`config.mk`:
```
export PLATFORM = sky130hd
export DESIGN_NAME = polyline_heading_estimator_flat
export DESIGN_NICKNAME = d
export VERILOG_FILES = /design/src/rtl/pehe_pkg.sv /design/src/rtl/pehe_in_if.sv /design/src/rtl/pehe_out_if.sv /design/src/rtl/polyline_heading_estimator.sv /design/src/rtl/pehe_cordic.sv /design/src/rtl/pehe_dp.sv /design/src/rtl/pehe_ctrl.sv /design/src/flat_wrapper.sv
export SDC_FILE = /design/constraint.sdc
export NUM_CORES = 2
export LEC_CHECK = 0
export BUFFER_PORTS_ARGS = -buffer_cell sky130_fd_sc_hd__buf_2
export CAP_MARGIN = 20
export CORE_MARGIN = 4
export CORE_UTILIZATION = 40
export CTS_BUF_LIST = sky130_fd_sc_hd__clkbuf_4 sky130_fd_sc_hd__clkbuf_8
export CTS_CLUSTER_DIAMETER = 50
export DETAILED_ROUTE_END_ITERATION = 12
export PLACE_DENSITY = 0.67
export SKIP_CTS_REPAIR_TIMING = 1
export SYNTH_ARGS = -nofsm -noshare
export SYNTH_HDL_FRONTEND = slang
export SYNTH_SLANG_ARGS = --single-unit
```
`constraint.sdc`:
```
create_clock -name clk -period 12.85 [get_ports clk]
set_clock_uncertainty 0.05 [all_clocks]
set_input_delay 1.285 -clock clk [delete_from_list [all_inputs] [get_ports clk]]
set_output_delay 1.285 -clock clk [all_outputs]
set_load 0.005 [all_outputs]
```
`src/rtl/pehe_pkg.sv`:
```
// Package for the polyline heading estimator: widths, codes, controller/datapath
// structs, the job table and the CORDIC arctangent table.
// No dependencies.
`default_nettype none

package pehe_pkg;

	localparam int COORD_WIDTH   = 32;
	localparam int HEADING_WIDTH = 16;
	localparam int CORDIC_STEPS  = 16;
	localparam int ITER_W        = $clog2(CORDIC_STEPS + 1);
	localparam int ANG_W         = 32;
	// difference vector after CORDIC gain fits with a few guard bits
	localparam int CORD_W        = COORD_WIDTH + 4;
	localparam int PS_W          = 3;
	localparam int JOB_W         = 3;

	localparam logic [PS_W-1:0]  PS_EMPTY  = PS_W'(0);
	localparam logic [PS_W-1:0]  PS_FULL   = PS_W'(3);
	localparam logic [PS_W-1:0]  PS_STREAM = PS_W'(4);
	localparam logic [ANG_W-1:0] ANG_HALF_PI2 = ANG_W'(1) << (ANG_W - 1);
	localparam logic [ANG_W-1:0] ANG_RND   = ANG_W'(1) << (ANG_W - 1 - HEADING_WIDTH);

	typedef logic signed [COORD_WIDTH-1:0] coord_t;
	typedef logic signed [COORD_WIDTH:0]   diff_t;
	typedef logic signed [CORD_W-1:0]      cord_t;
	typedef logic [HEADING_WIDTH-1:0]      heading_t;
	typedef logic [ANG_W-1:0]              angle_t;

	typedef enum logic [1:0] {
		SLOT_B0,
		SLOT_B1,
		SLOT_B2,
		SLOT_CUR
	} slot_t;

	typedef enum logic [2:0] {
		S_IDLE,
		S_DISPATCH,
		S_LOAD,
		S_START,
		S_WAIT,
		S_EMIT
	} state_t;

	typedef struct packed {
		logic  valid;
		logic  calc;
		slot_t pt;
		slot_t a;
		slot_t b;
		logic  last;
	} job_t;

	typedef struct packed {
		logic            take;
		logic            load_diff;
		logic            cordic_start;
		logic            emit;
		logic            update;
		job_t            job;
		logic [PS_W-1:0] ps;
	} cmd_t;

	typedef struct packed {
		logic cur_last;
		logic cordic_done;
		logic out_free;
	} stat_t;

	// j-th result for a request taken with ps points already held
	function automatic job_t job_of(input logic [PS_W-1:0] ps, input logic last,
			input logic [JOB_W-1:0] j);
		job_t r;
		r.valid = 1'b0;
		r.calc  = 1'b0;
		r.pt    = SLOT_B0;
		r.a     = SLOT_B0;
		r.b     = SLOT_B0;
		r.last  = 1'b0;
		if (ps < PS_FULL) begin
			// short path: flush held points with their own headings
			if (last) begin
				if (j < JOB_W'(ps)) begin
					r.valid = 1'b1;
					r.pt    = slot_t'(j[1:0]);
				end else if (j == JOB_W'(ps)) begin
					r.valid = 1'b1;
					r.pt    = SLOT_CUR;
					r.last  = 1'b1;
				end
			end
		end else if (ps == PS_FULL) begin
			case (j)
				JOB_W'(0): begin
					r.valid = 1'b1; r.calc = 1'b1;
					r.pt = SLOT_B0; r.a = SLOT_B0; r.b = SLOT_B1;
				end
				JOB_W'(1): begin
					r.valid = 1'b1; r.calc = 1'b1;
					r.pt = SLOT_B1; r.a = SLOT_B0; r.b = SLOT_B2;
				end
				JOB_W'(2): begin
					r.valid = 1'b1; r.calc = 1'b1;
					r.pt = SLOT_B2; r.a = SLOT_B1; r.b = SLOT_CUR;
				end
				JOB_W'(3): begin
					r.valid = last; r.calc = 1'b1; r.last = 1'b1;
					r.pt = SLOT_CUR; r.a = SLOT_B2; r.b = SLOT_CUR;
				end
				default: r.valid = 1'b0;
			endcase
		end else begin
			case (j)
				JOB_W'(0): begin
					r.valid = 1'b1; r.calc = 1'b1;
					r.pt = SLOT_B1; r.a = SLOT_B0; r.b = SLOT_CUR;
				end
				JOB_W'(1): begin
					r.valid = last; r.calc = 1'b1; r.last = 1'b1;
					r.pt = SLOT_CUR; r.a = SLOT_B1; r.b = SLOT_CUR;
				end
				default: r.valid = 1'b0;
			endcase
		end
		return r;
	endfunction

	// atan(2^-i) as a fraction of a turn, 2^32 = full turn
	function automatic angle_t atan_turn(input logic [ITER_W-1:0] i);
		angle_t r;
		case (i)
			ITER_W'(0):  r = 32'd536870912;
			ITER_W'(1):  r = 32'd316933406;
			ITER_W'(2):  r = 32'd167458907;
			ITER_W'(3):  r = 32'd85004756;
			ITER_W'(4):  r = 32'd42667331;
			ITER_W'(5):  r = 32'd21354465;
			ITER_W'(6):  r = 32'd10679838;
			ITER_W'(7):  r = 32'd5340245;
			ITER_W'(8):  r = 32'd2670163;
			ITER_W'(9):  r = 32'd1335087;
			ITER_W'(10): r = 32'd667544;
			ITER_W'(11): r = 32'd333772;
			ITER_W'(12): r = 32'd166886;
			ITER_W'(13): r = 32'd83443;
			ITER_W'(14): r = 32'd41722;
			ITER_W'(15): r = 32'd20861;
			ITER_W'(16): r = 32'd10430;
			ITER_W'(17): r = 32'd5215;
			ITER_W'(18): r = 32'd2608;
			ITER_W'(19): r = 32'd1304;
			ITER_W'(20): r = 32'd652;
			ITER_W'(21): r = 32'd326;
			ITER_W'(22): r = 32'd163;
			ITER_W'(23): r = 32'd81;
			default:     r = 32'd0;
		endcase
		return r;
	endfunction

endpackage

`default_nettype wire

```
`src/rtl/pehe_in_if.sv`:
```
// Input point channel: valid/ready plus point payload.
// Depends on pehe_pkg.
`default_nettype none

interface pehe_in_if;
	logic                       valid;
	logic                       ready;
	pehe_pkg::coord_t           east_pos;
	pehe_pkg::coord_t           north_pos;
	pehe_pkg::heading_t         heading_in;
	logic                       path_end;

	modport source (output valid, output east_pos, output north_pos, output heading_in,
		output path_end, input ready);
	modport sink (input valid, input east_pos, input north_pos, input heading_in,
		input path_end, output ready);
endinterface

`default_nettype wire

```
`src/rtl/pehe_out_if.sv`:
```
// Output point channel: valid/ready plus point payload with computed heading.
// Depends on pehe_pkg.
`default_nettype none

interface pehe_out_if;
	logic                       valid;
	logic                       ready;
	pehe_pkg::coord_t           east_out;
	pehe_pkg::coord_t           north_out;
	pehe_pkg::heading_t         heading_out;
	logic                       out_last;

	modport source (output valid, output east_out, output north_out, output heading_out,
		output out_last, input ready);
	modport sink (input valid, input east_out, input north_out, input heading_out,
		input out_last, output ready);
endinterface

`default_nettype wire

```
`src/rtl/polyline_heading_estimator.sv`:
```
// Top level of the polyline heading estimator: controller plus datapath.
// Depends on pehe_pkg, pehe_in_if, pehe_out_if, pehe_ctrl, pehe_dp.
//
//   channel  | dir | payload                                      | handshake
//   in_ch    | in  | east_pos, north_pos, heading_in, path_end    | valid/ready
//   out_ch   | out | east_out, north_out, heading_out, out_last   | valid/ready
//
// One request at a time, taken only in idle; a request passes idle and a final dispatch,
// each passed-through point a dispatch and an emit, and each computed heading dispatch,
// diff load, CORDIC start, 16 iterations, rounding, done and emit; the CORDIC loop dominates.
// Up to 4 results per request. Reset clears the controller, point count and output
// valid; no clearing pass. A stalled output holds the controller in its emit state.
`default_nettype none

module polyline_heading_estimator (
	input  wire         clk,
	input  wire         arst_n,
	pehe_in_if.sink     in_ch,
	pehe_out_if.source  out_ch
);
	import pehe_pkg::*;

	cmd_t  cmd;
	stat_t stat;
	logic  in_ready;

	assign in_ch.ready = in_ready;

	pehe_ctrl u_ctrl (
		.clk      (clk),
		.arst_n   (arst_n),
		.in_valid (in_ch.valid),
		.in_ready (in_ready),
		.stat     (stat),
		.cmd      (cmd)
	);

	pehe_dp u_dp (
		.clk         (clk),
		.arst_n      (arst_n),
		.cmd         (cmd),
		.stat        (stat),
		.east_pos    (in_ch.east_pos),
		.north_pos   (in_ch.north_pos),
		.heading_in  (in_ch.heading_in),
		.path_end    (in_ch.path_end),
		.out_valid   (out_ch.valid),
		.out_ready   (out_ch.ready),
		.east_out    (out_ch.east_out),
		.north_out   (out_ch.north_out),
		.heading_out (out_ch.heading_out),
		.out_last    (out_ch.out_last)
	);

	// never overwrite a result that has not been taken
	a_emit_free: assert property (@(posedge clk) disable iff (!arst_n)
		cmd.emit |-> stat.out_free)
		else $error("emit into a full output register");

	a_cordic_latency: assert property (@(posedge clk) disable iff (!arst_n)
		cmd.cordic_start |=> !stat.cordic_done)
		else $error("CORDIC finished too early");

	a_take_alone: assert property (@(posedge clk) disable iff (!arst_n)
		cmd.take |-> !(cmd.emit || cmd.cordic_start || cmd.update || cmd.load_diff))
		else $error("request taken while work in flight");

	a_no_take_busy: assert property (@(posedge clk) disable iff (!arst_n)
		stat.cordic_done |-> !in_ready)
		else $error("ready raised while the CORDIC is running");

endmodule

`default_nettype wire

```
`src/rtl/pehe_cordic.sv`:
```
// Iterative vectoring CORDIC: heading of (y, x) as a fraction of a turn,
// one micro-rotation per cycle. Depends on pehe_pkg.
`default_nettype none

module pehe_cordic (
	input  wire                  clk,
	input  wire                  arst_n,
	input  wire                  start,
	input  pehe_pkg::diff_t      dx,
	input  pehe_pkg::diff_t      dy,
	output logic                 done,
	output pehe_pkg::heading_t   heading
);
	import pehe_pkg::*;

	cord_t               x_q, y_q, xs, ys;
	angle_t              z_q, z_rnd;
	logic [ITER_W-1:0]   i_q;
	logic                run_q, zero_q, done_q;
	heading_t            heading_q;

	assign xs    = x_q >>> i_q;
	assign ys    = y_q >>> i_q;
	assign z_rnd = z_q + ANG_RND;

	always_ff @(posedge clk or negedge arst_n) begin
		if (!arst_n) begin
			run_q  <= 1'b0;
			done_q <= 1'b0;
			i_q    <= '0;
		end else begin
			done_q <= 1'b0;
			if (start) begin
				run_q <= 1'b1;
				i_q   <= '0;
			end else if (run_q) begin
				if (i_q == ITER_W'(CORDIC_STEPS)) begin
					run_q  <= 1'b0;
					done_q <= 1'b1;
				end else begin
					i_q <= i_q + ITER_W'(1);
				end
			end
		end
	end

	always_ff @(posedge clk) begin
		if (start) begin
			// fold the left half-plane onto the right one
			zero_q <= (dx == '0) && (dy == '0);
			if (dx < 0) begin
				x_q <= -cord_t'(dx);
				y_q <= -cord_t'(dy);
				z_q <= ANG_HALF_PI2;
			end else begin
				x_q <= cord_t'(dx);
				y_q <= cord_t'(dy);
				z_q <= '0;
			end
		end else if (run_q) begin
			if (i_q == ITER_W'(CORDIC_STEPS)) begin
				heading_q <= zero_q ? heading_t'(0) : z_rnd[ANG_W-1 -: HEADING_WIDTH];
			end else if (y_q > 0) begin
				x_q <= x_q + ys;
				y_q <= y_q - xs;
				z_q <= z_q + atan_turn(i_q);
			end else begin
				x_q <= x_q - ys;
				y_q <= y_q + xs;
				z_q <= z_q - atan_turn(i_q);
			end
		end
	end

	assign done    = done_q;
	assign heading = heading_q;

endmodule

`default_nettype wire

```
`src/rtl/pehe_dp.sv`:
```
// Datapath: current point, three-point buffer, difference registers, CORDIC
// and the output register. Depends on pehe_pkg and pehe_cordic.
`default_nettype none

module pehe_dp (
	input  wire                  clk,
	input  wire                  arst_n,
	input  pehe_pkg::cmd_t       cmd,
	output pehe_pkg::stat_t      stat,
	input  pehe_pkg::coord_t     east_pos,
	input  pehe_pkg::coord_t     north_pos,
	input  pehe_pkg::heading_t   heading_in,
	input  wire                  path_end,
	output logic                 out_valid,
	input  wire                  out_ready,
	output pehe_pkg::coord_t     east_out,
	output pehe_pkg::coord_t     north_out,
	output pehe_pkg::heading_t   heading_out,
	output logic                 out_last
);
	import pehe_pkg::*;

	coord_t   cur_e_q, cur_n_q;
	heading_t cur_h_q;
	logic     cur_last_q;
	coord_t   buf_e_q [3];
	coord_t   buf_n_q [3];
	heading_t buf_h_q [3];
	diff_t    dx_q, dy_q;
	logic     ov_q;
	coord_t   oe_q, on_q;
	heading_t oh_q;
	logic     ol_q;
	logic     cord_done;
	heading_t cord_heading;

	coord_t   pt_e, pt_n, a_e, a_n, b_e, b_n;
	heading_t pt_h;

	always_comb begin
		case (cmd.job.pt)
			SLOT_B0: begin pt_e = buf_e_q[0]; pt_n = buf_n_q[0]; pt_h = buf_h_q[0]; end
			SLOT_B1: begin pt_e = buf_e_q[1]; pt_n = buf_n_q[1]; pt_h = buf_h_q[1]; end
			SLOT_B2: begin pt_e = buf_e_q[2]; pt_n = buf_n_q[2]; pt_h = buf_h_q[2]; end
			default: begin pt_e = cur_e_q;    pt_n = cur_n_q;    pt_h = cur_h_q;    end
		endcase
		case (cmd.job.a)
			SLOT_B0: begin a_e = buf_e_q[0]; a_n = buf_n_q[0]; end
			SLOT_B1: begin a_e = buf_e_q[1]; a_n = buf_n_q[1]; end
			SLOT_B2: begin a_e = buf_e_q[2]; a_n = buf_n_q[2]; end
			default: begin a_e = cur_e_q;    a_n = cur_n_q;    end
		endcase
		case (cmd.job.b)
			SLOT_B0: begin b_e = buf_e_q[0]; b_n = buf_n_q[0]; end
			SLOT_B1: begin b_e = buf_e_q[1]; b_n = buf_n_q[1]; end
			SLOT_B2: begin b_e = buf_e_q[2]; b_n = buf_n_q[2]; end
			default: begin b_e = cur_e_q;    b_n = cur_n_q;    end
		endcase
	end

	always_ff @(posedge clk) begin
		if (cmd.take) begin
			cur_e_q    <= east_pos;
			cur_n_q    <= north_pos;
			cur_h_q    <= heading_in;
			cur_last_q <= path_end;
		end
		if (cmd.load_diff) begin
			dy_q <= diff_t'(b_e) - diff_t'(a_e);
			dx_q <= diff_t'(b_n) - diff_t'(a_n);
		end
		if (cmd.update) begin
			if (cmd.ps < PS_FULL) begin
				if (!cur_last_q) begin
					buf_e_q[cmd.ps[1:0]] <= cur_e_q;
					buf_n_q[cmd.ps[1:0]] <= cur_n_q;
					buf_h_q[cmd.ps[1:0]] <= cur_h_q;
				end
			end else begin
				// slide: the pending point becomes the previous one
				if (cmd.ps == PS_FULL) begin
					buf_e_q[0] <= buf_e_q[2];
					buf_n_q[0] <= buf_n_q[2];
					buf_h_q[0] <= buf_h_q[2];
				end else begin
					buf_e_q[0] <= buf_e_q[1];
					buf_n_q[0] <= buf_n_q[1];
					buf_h_q[0] <= buf_h_q[1];
				end
				if (!cur_last_q) begin
					buf_e_q[1] <= cur_e_q;
					buf_n_q[1] <= cur_n_q;
					buf_h_q[1] <= cur_h_q;
				end
			end
		end
		if (cmd.emit) begin
			oe_q <= pt_e;
			on_q <= pt_n;
			oh_q <= cmd.job.calc ? cord_heading : pt_h;
			ol_q <= cmd.job.last;
		end
	end

	always_ff @(posedge clk or negedge arst_n) begin
		if (!arst_n) begin
			ov_q <= 1'b0;
		end else if (cmd.emit) begin
			ov_q <= 1'b1;
		end else if (out_ready) begin
			ov_q <= 1'b0;
		end
	end

	pehe_cordic u_cordic (
		.clk     (clk),
		.arst_n  (arst_n),
		.start   (cmd.cordic_start),
		.dx      (dx_q),
		.dy      (dy_q),
		.done    (cord_done),
		.heading (cord_heading)
	);

	assign stat.cur_last    = cur_last_q;
	assign stat.cordic_done = cord_done;
	assign stat.out_free    = !ov_q || out_ready;

	assign out_valid   = ov_q;
	assign east_out    = oe_q;
	assign north_out   = on_q;
	assign heading_out = oh_q;
	assign out_last    = ol_q;

endmodule

`default_nettype wire

```
`src/rtl/pehe_ctrl.sv`:
```
// Controller: takes a request, walks its result list, runs the CORDIC per
// computed heading, then updates the point buffer. Depends on pehe_pkg.
`default_nettype none

module pehe_ctrl (
	input  wire                clk,
	input  wire                arst_n,
	input  wire                in_valid,
	output logic               in_ready,
	input  pehe_pkg::stat_t    stat,
	output pehe_pkg::cmd_t     cmd
);
	import pehe_pkg::*;

	state_t            state_q, state_d;
	logic [PS_W-1:0]   ps_q;
	logic [JOB_W-1:0]  j_q;
	job_t              job;

	assign job = job_of(ps_q, stat.cur_last, j_q);

	always_comb begin
		state_d = state_q;
		case (state_q)
			S_IDLE:     if (in_valid) state_d = S_DISPATCH;
			S_DISPATCH: begin
				if (!job.valid)    state_d = S_IDLE;
				else if (job.calc) state_d = S_LOAD;
				else               state_d = S_EMIT;
			end
			S_LOAD:     state_d = S_START;
			S_START:    state_d = S_WAIT;
			S_WAIT:     if (stat.cordic_done) state_d = S_EMIT;
			S_EMIT:     if (stat.out_free) state_d = S_DISPATCH;
			default:    state_d = S_IDLE;
		endcase
	end

	always_comb begin
		cmd              = '0;
		cmd.job          = job;
		cmd.ps           = ps_q;
		in_ready         = 1'b0;
		case (state_q)
			S_IDLE: begin
				in_ready = 1'b1;
				cmd.take = in_valid;
			end
			S_DISPATCH: cmd.update       = !job.valid;
			S_LOAD:     cmd.load_diff    = 1'b1;
			S_START:    cmd.cordic_start = 1'b1;
			S_EMIT:     cmd.emit         = stat.out_free;
			default:    cmd.take         = 1'b0;
		endcase
	end

	always_ff @(posedge clk or negedge arst_n) begin
		if (!arst_n) begin
			state_q <= S_IDLE;
			ps_q    <= PS_EMPTY;
			j_q     <= '0;
		end else begin
			state_q <= state_d;
			if (state_q == S_IDLE) begin
				j_q <= '0;
			end
			if (state_q == S_EMIT && stat.out_free) begin
				j_q <= j_q + JOB_W'(1);
			end
			if (state_q == S_DISPATCH && !job.valid) begin
				if (stat.cur_last)       ps_q <= PS_EMPTY;
				else if (ps_q < PS_FULL) ps_q <= ps_q + PS_W'(1);
				else                     ps_q <= PS_STREAM;
			end
		end
	end

endmodule

`default_nettype wire

```
`src/flat_wrapper.sv`:
```
// flat-port wrapper written by rule: the top's interface ports become plain ports
module polyline_heading_estimator_flat import pehe_pkg::*;
  (clk, arst_n, in_ch_valid, in_ch_east_pos, in_ch_north_pos, in_ch_heading_in, in_ch_path_end, in_ch_ready, out_ch_valid, out_ch_east_out, out_ch_north_out, out_ch_heading_out, out_ch_out_last, out_ch_ready);
  pehe_in_if in_ch_i ();
  pehe_out_if out_ch_i ();
  input  wire clk;
  input  wire arst_n;
  input wire logic [$bits(in_ch_i.valid)-1:0] in_ch_valid;
  input wire logic [$bits(in_ch_i.east_pos)-1:0] in_ch_east_pos;
  input wire logic [$bits(in_ch_i.north_pos)-1:0] in_ch_north_pos;
  input wire logic [$bits(in_ch_i.heading_in)-1:0] in_ch_heading_in;
  input wire logic [$bits(in_ch_i.path_end)-1:0] in_ch_path_end;
  output wire logic [$bits(in_ch_i.ready)-1:0] in_ch_ready;
  output wire logic [$bits(out_ch_i.valid)-1:0] out_ch_valid;
  output wire logic [$bits(out_ch_i.east_out)-1:0] out_ch_east_out;
  output wire logic [$bits(out_ch_i.north_out)-1:0] out_ch_north_out;
  output wire logic [$bits(out_ch_i.heading_out)-1:0] out_ch_heading_out;
  output wire logic [$bits(out_ch_i.out_last)-1:0] out_ch_out_last;
  input wire logic [$bits(out_ch_i.ready)-1:0] out_ch_ready;
  assign in_ch_i.valid = in_ch_valid;
  assign in_ch_i.east_pos = in_ch_east_pos;
  assign in_ch_i.north_pos = in_ch_north_pos;
  assign in_ch_i.heading_in = in_ch_heading_in;
  assign in_ch_i.path_end = in_ch_path_end;
  assign in_ch_ready = in_ch_i.ready;
  assign out_ch_valid = out_ch_i.valid;
  assign out_ch_east_out = out_ch_i.east_out;
  assign out_ch_north_out = out_ch_i.north_out;
  assign out_ch_heading_out = out_ch_i.heading_out;
  assign out_ch_out_last = out_ch_i.out_last;
  assign out_ch_i.ready = out_ch_ready;
  polyline_heading_estimator u_core (.clk(clk), .arst_n(arst_n), .in_ch(in_ch_i), .out_ch(out_ch_i));
endmodule
```
**Word-level counts from Yosys, hierarchy flattened**

Memories as Yosys holds them, arrays and structs flattened.
Index checks and enable logic that the tools add are counted.

- Bits in read-only memories: 1920
- Word-level logic and storage cells: 200
- Bits of input ports: 85
- Memories kept: 5
- Output and inout bits: 83
- Memory bits (writable): 240
- Register bits: 366

- Shifts and indexed selects: 2
- Bitwise gates (word level): 4
- Reduce and logical (&&, ||, !) cells: 23
- $lt $le $gt $ge: 4
- Add/subtract/negate cells: 14
- Mux-type cells: 105
- Equal/unequal tests: 21

Memories:

| name | depth | bits a word | read ports | clocked after Yosys merged registers in | write ports | line | text |
|---|---|---|---|---|---|---|---|
| (name not given) | 32 | 30 | 1 | 0 | 0 | pehe_pkg.sv:132 | `case (i)` |
| (name not given) | 32 | 30 | 1 | 0 | 0 | pehe_pkg.sv:132 |  |
| u_core.u_dp.buf_e_q | 3 | 32 | 3 | 0 | 2 | pehe_dp.sv:26 | `coord_t buf_e_q [3];` |
| u_core.u_dp.buf_n_q | 3 | 32 | 3 | 0 | 2 | pehe_dp.sv:27 | `coord_t buf_n_q [3];` |
| u_core.u_dp.buf_h_q | 3 | 16 | 3 | 0 | 2 | pehe_dp.sv:28 | `heading_t buf_h_q [3];` |

Operator list:

| kind | count |
|---|---|
| one-hot mux 32 bit (3 select lines) | 6 |
| two-way mux 32 bit | 17 |
| two-way mux 36 bit | 10 |
| adder 36 bit | 2 |
| negation 33 -> 36 bit | 2 |
| >>> shifter 36 x 5 -> 36 bit | 2 |
| subtractor 36 bit | 2 |
| zero test 33 bit | 2 |
| subtractor 32 x 32 -> 33 bit | 2 |
| OR reduction 32 bit | 2 |
| two-way mux 16 bit | 3 |
| one-hot mux 16 bit (3 select lines) | 1 |
| two-way mux 1 bit | 42 |
| > comparator 36 x 1 -> 1 bit, second input constant | 1 |
| less-than comparator 33 x 1 -> 1 bit, second input constant | 1 |
| adder 32 x 16 -> 32 bit, second input constant | 1 |
| adder 32 bit | 1 |
| subtractor 32 bit | 1 |
| one-hot mux 7 bit (4 select lines) | 1 |
| two-way mux 3 bit | 9 |
| one-hot mux 3 bit (6 select lines) | 1 |
| OR reduction 16 bit | 1 |
| equality test 3 x 2 -> 1 bit, second input constant | 5 |
| two-way mux 5 bit | 3 |
| other kinds (28) | 55 |

**Depth between registers and ports, before layout**

- Word-level depth: 12
- Mapped depth: 33
- Mapped depth without buffers: 26

**Cells and area by module**

From an unflattened synthesis, not the netlist that was laid out.

- Cell total of the unflattened synthesis: 3978
- Area, all modules: 45163.3 um2

Modules (own cells, without submodules):

| module | times used | area each (um2) | cells an instance | seq. area each (um2) |
|---|---|---|---|---|
| pehe_dp | 1 | 24461.0 | 1565 | 14078.5 |
| pehe_cordic | 1 | 19809.0 | 2309 | 3808.7 |
| pehe_ctrl | 1 | 893.4 | 104 | 225.2 |

**Least setup slack after synthesis**

Ideal clock, no wire load.

- Path type: reg-to-reg
- Start: register u_core.u_dp.u_cordic.i_q[0]
- End: register u_core.u_dp.u_cordic.z_q[31] (data pin)
- Stages on the path, launching flop included: 29
- Required time: 12.665 ns
- Period minus slack after synthesis: 6.237 ns
- Library setup time: 0.135 ns
- Path slack: 6.613 ns
- Buffers on the path: 5
- Data arrival time: 6.051 ns
- Path through: dfrtp_1 -> buf_2 -> inv_2 -> buf_6 -> buf_4 -> buf_1 -> clkbuf_1 -> ha_1 -> o22ai_1 -> nor2_1 -> a31oi_1 -> o22ai_1 -> inv_1 -> ha_1 -> nand3_1 -> or2_2 -> inv_1 -> a21oi_1 -> xor2_1 -> ha_1 -> a211o_1 -> o31a_1 -> a221o_1 -> a21o_1 -> a221o_1 -> a41oi_1 -> a21oi_1 -> a211o_1 -> nand3_1

- Cells in the longest elaborated chain, start to end: 10
- Elaborated cells on any way between the ends: 16
- Those cells by class: add/sub (2); mux (12); memory (2)

Ends and longest elaborated chain:

| what | line | text |
|---|---|---|
| start, declared | pehe_cordic.sv:18 | `logic [ITER_W-1:0] i_q;` |
| start signal, assigned | pehe_cordic.sv:41 | `i_q <= i_q + ITER_W'(1);` |
| memory read (32 x 30 bit) | -- |  |
| two-way mux 32 bit | pehe_cordic.sv:63 | `end else if (y_q > 0) begin` |
| two-way mux 32 bit | pehe_cordic.sv:61 | `if (i_q == ITER_W'(CORDIC_STEPS)) begin` |
| two-way mux 32 bit | pehe_cordic.sv:60 | `end else if (run_q) begin` |
| two-way mux 32 bit | pehe_cordic.sv:48 | `if (start) begin` |
| subtractor 32 bit / adder 32 bit (equally long branches) | pehe_cordic.sv:70, pehe_cordic.sv:66 |  |
| two-way mux 32 bit (*) | pehe_cordic.sv:63 |  |
| two-way mux 32 bit (*) | pehe_cordic.sv:61 |  |
| two-way mux 32 bit (*) | pehe_cordic.sv:60 |  |
| two-way mux 32 bit (*) | pehe_cordic.sv:48 |  |
| end signal, assigned | pehe_cordic.sv:66 | `z_q <= z_q + atan_turn(i_q);` |
| end signal, assigned | pehe_cordic.sv:70 | `z_q <= z_q - atan_turn(i_q);` |
| end, declared | pehe_cordic.sv:17 | `angle_t z_q, z_rnd;` |

Mark *: on every way between the ends. The rest lies on a longest branch, timed or not. The select of a mux whose other input is x is not followed.
A chain may end at the register's enable or synchronous reset.

**Worst setup path in the final report**

- Start: register u_core.u_dp.u_cordic.i_q[2]
- End: register u_core.u_dp.u_cordic.x_q[35] (data pin)

- Cells in the longest elaborated chain, start to end: 6
- Elaborated cells on any way between the ends: 7
- Those cells by class: add/sub (2); shift (1); mux (4)

Ends and longest elaborated chain:

| what | line | text |
|---|---|---|
| >>> shifter 36 x 5 -> 36 bit (*) | pehe_cordic.sv:23 | `assign ys = y_q >>> i_q;` |
| subtractor 36 bit / adder 36 bit (equally long branches) | pehe_cordic.sv:68, pehe_cordic.sv:64 |  |
| two-way mux 36 bit (*) | pehe_cordic.sv:63 |  |
| two-way mux 36 bit (*) | pehe_cordic.sv:61 |  |
| two-way mux 36 bit (*) | pehe_cordic.sv:60 |  |
| two-way mux 36 bit (*) | pehe_cordic.sv:48 |  |
| end signal, assigned | pehe_cordic.sv:52 | `x_q <= -cord_t'(dx);` |
| end signal, assigned | pehe_cordic.sv:64 | `x_q <= x_q + ys;` |
| end signal, assigned | pehe_cordic.sv:68 | `x_q <= x_q - ys;` |
| end, declared | pehe_cordic.sv:16 | `cord_t x_q, y_q, xs, ys;` |

Marked as above.

==> impl_results.md <==
* Outcome: finished clean
* CTS tree: done
* DRT Pass-1 Iters at 6
* Vias in the first global route at 35,700
* Worst reg2reg path depth at 21
* Antenna Nets Post-Route at 0
* Average cell area after synthesis at between 9 and 10 sq um
* Synth-to-Final Area Change at 9.34%
* Minimum clock period at 8.11 ns
* LEAKAGE at 16.8 nW
* Terminus of the critical flop-to-flop path: u_core.u_dp.u_cordic.x_q[35]
* Vias at ~37,000
* Num CTS Buffers at 108
* Top_reg_cell synth: edfxtp_1
* Gp weighted congestion at 0.979
* Largest net degree at the start of global routing at 105
* Clk slew on worst S/H paths at 0.06 ns
* Startpoint Class: register
* Clock sinks at approximately 610
* Initial Util at 40.4%
* Crit path from: u_core.u_dp.u_cordic.i_q[2]
* Min-Delay Startpoint: u_core.u_dp.cur_h_q[13]
* Worst Path Max Fanout at 70
* GRT Overall Usage at around 22%
* IO Count at 168
* First-pass GRT wire length at 204,000 um
* Slowest CP cell: dfrtp_4
* Cell Pwr Density at 82.5 mW/mm^2
* GRT overflow at 0
* Final slew viol count at 0
* Hold Crit Class: register to register
* Die width at 340 um
* Final number of hold-violating endpoints at 0
* CP peak stage delay at just over 0.9 ns
* Total power at 3.99 mW
* Drt via density at 6.04
* Slew headroom at 27.9%
* Die height at 340 um
* Max Clk Rate at 0.123 GHz
* Final cycle utilization of the critical path at between 60% and 70%
* Mapped Cells at 4,505
* Row Count at 121
* CP endpoint: u_core.u_dp.u_cordic.x_q[35]
* Fillers at 10,500
* Max-cap violations at 0
* Cell accounting for the most synthesized area: edfxtp_1
* Worst-margin pin slew at between 1 and 1.5 ns
* IO Port Bufs at 167
* R2R setup slack at 4.74 ns
* Ys async rst share at 2.81%
* Largest cells by area after synthesis: edfxtp_1 (40%), ha_1 (5.4%), nand2_1 (4.7%)
* RSZ-0062 raised after global routing: no
* Sequential area share after synthesis at 41.0%
* CP required at approximately 13 ns
* Post-synthesis register bit count at 606
* H-Tree Depth at 3
* Clock root cell: clkbuf_8
* Iter 0 DRT Violations at just over 4,000
* Warnings from Yosys at 0
* Mapped Area at roughly 0.044 sq mm
* Worst R2R Start: u_core.u_dp.u_cordic.i_q[2]
* Nets at 4,835
* Critical path capture point type: register
* Critical-path cell list: buf_4 > mux4_2 > mux4_2 > a221oi_1 > or4bb_1 > nor3_1 > a21oi_1 > o31ai_1 > xnor2_1 > ha_1 > and3_1 > nand2_1 > nor3b_1 > inv_1 > a21oi_1 > o21ai_0 > a41o_1 > a41o_1 > o41a_1 > xor2_1 > nor2_1
* Core area at 0.109 sq mm
* Worst EP arrival at 8.49 ns
* Post-route DRC at 0
* DIE AREA at between 0.1 and 0.15 sq mm
* Routed WL at around 130,000 um
* DR WL/cell at 21.6 um
* Multi-input logic area at about 0.025 sq mm
* Final setup TNS at 0 ns
* Max VDD drop at 0.0849 mV
* Setup-failing EPs final at 0
* Post-synth cell types at 95
* FF/Latch Area at 0.0181 sq mm
* Post-DP HPWL at ~89,000 um
* Syn Nets at 4,786
* Clk_lat worst skew at 0.75 ns
* Initial antenna violation count at 3
* Critical path class: register to register
* Number of synthesized flops with an enable pin at slightly below 600
* Area share of the largest cell type after synthesis at 40.0%
* Clk buf depth at 3
* Share of cells above drive strength 1 at 13.6%
[cell type report]
class / count / share of cell area (%)
Antenna cell: 3 / 0.0155
Sequential cell: 606 / 37.5
Multi-Input combinational cell: 3533 / 50.9
Timing Repair Buffer: 222 / 2.61
Clock buffer: 140 / 3.60
Tap cell: 1476 / 3.82
Clock inverter: 51 / 0.868
Inverter: 83 / 0.645
[kinds of logic (layout without fill, tap and decap cells)]
| logic type | Yosys count | count (layout) | share of synthesized area, % |
|---|---|---|---|
| other | 0 | 3 | 0 |
| muxes | 333 | 333 | 10.2 |
| adders and majority gates | 196 | 196 | 5.64 |
| xor gates and xnor gates | 293 | 293 | 5.81 |
| AOI/OAI and AO/OA | 1312 | 1312 | 19.0 |
| DFF | 606 | 606 | 41.0 |
| buffers and inverters | 366 | 496 | 3.73 |
| and+or+nand+nor | 1399 | 1399 | 14.6 |
[power by group]
group | internal [mW] | switching [mW] | leakage, nW
Sequential | 2.14 | 0.0000000000000000147 | 5.21
Clock | 0.989 | 0.844 | 1.13
Combinational | 0.00890 | 0.00564 | 10.4
Total | 3.14 | 0.849 | 16.8
[registers in the layout, summed over array words and instances (netlist names), 3 cells and up]
| signal | flops |
|---|---|
| u_core.u_dp.dy_q | 33 |
| u_core.u_dp.u_cordic.x_q | 36 |
| u_core.u_dp.u_cordic.z_q | 32 |
| u_core.u_dp.heading_out | 16 |
| u_core.u_ctrl.state_q | 3 |
| u_core.u_dp.u_cordic.i_q | 5 |
| u_core.u_dp.buf_h_q | 48 |
| u_core.u_dp.cur_e_q | 32 |
| u_core.u_ctrl.ps_q | 3 |
| u_core.u_dp.cur_n_q | 32 |
| u_core.u_dp.east_out | 32 |
| u_core.u_dp.u_cordic.heading | 16 |
| u_core.u_dp.north_out | 32 |
| u_core.u_dp.u_cordic.y_q | 36 |
| u_core.u_dp.dx_q | 33 |
| u_core.u_dp.cur_h_q | 16 |
| u_core.u_ctrl.j_q | 3 |
| u_core.u_dp.buf_n_q | 96 |
| u_core.u_dp.buf_e_q | 96 |
[Yosys cell counts (all sizes together) (23+ instances only)]
cell	count
mux2i	154
and3	34
o31ai	47
nand3	88
ha	191
xor2	124
and2	85
nor2	355
clkbuf	209
a31oi	98
nor2b	37
nand2b	47
nand2	556
or3	35
mux4	77
o221ai	66
nor3	52
a21oi	285
inv	83
a21o	99
o22ai	143
xnor2	169
mux2	102
edfxtp	589
o21ai	284
o211ai	23
a211oi	90
buf	73
o21a	40
[through the flow]
| stage | setup slack (ns) | std cells | area, sq um | utilization (%) | hold WS (ns) |
|---|---|---|---|---|---|
| 3_5_place_dp | 4.96 | 5919 | 46100 | 42.2 | 0.444 |
| 6_report | 4.74 | 6114 | 48300 | 44.2 | 0.440 |
| 3_3_place_gp | 4.92 | 5919 | 46100 | 42.2 | 0.438 |
| 5_1_grt | 4.28 | 6113 | 48300 | 44.2 | 0.434 |
| 4_1_cts | 4.85 | 6110 | 48300 | 44.2 | 0.395 |
| 2_1_floorplan | 6.61 | 4505 | 44200 | - | 0.418 |
[layer usage]
| metal | global-route usage (%) | vias to the layer above | wire length, um |
|---|---|---|---|
| li1 | - | 17100 | - |
| met1 | 30.4 | 17800 | 57300 |
| met2 | 34.7 | 1710 | 60000 |
| met3 | 2.99 | 300 | 10700 |
| met4 | 7.42 | 0 | 3950 |
| met5 | 0 | - | 0 |
[critical path: cells and delay by family (launching register included)]
kind            cells  cell delay (ns)
compound gates      8             2.50
xor+xnor            2             0.31
fa+ha+maj           1             0.29
buf+inv             2             0.84
flops               1             0.93
mux                 2             1.18
simple gates        6             1.65
[worst min path at each step]
stage / cells past startpoint / to / slack (ns)
floorplan: 0 / u_core.u_dp.buf_h_q[1][0] / 0.42
global placement: 0 / u_core.u_dp.buf_h_q[2][13] / 0.44
detailed placement: 0 / u_core.u_dp.buf_h_q[2][0] / 0.44
CTS: 1 / u_core.u_ctrl.j_q[1] / 0.40
global route: 1 / u_core.u_ctrl.j_q[1] / 0.43
finish: 0 / u_core.u_dp.buf_h_q[1][13] / 0.44
[cell usage in the layout (no fill, tap or decap), types with 66 or more instances in the layout]
cell type / n
a21oi_1: 284
edfxtp_1: 589
a31oi_1: 97
xor2_1: 124
clkbuf_8: 110
nand3_1: 87
a211oi_1: 90
o21ai_0: 280
inv_1: 81
mux2_2: 101
buf_2: 167
nand2_1: 551
and2_1: 83
nor2_1: 351
a21o_1: 98
o22ai_1: 142
ha_1: 190
mux2i_1: 153
xnor2_1: 169
o221ai_1: 66
Power figures use the tool's default switching activity.
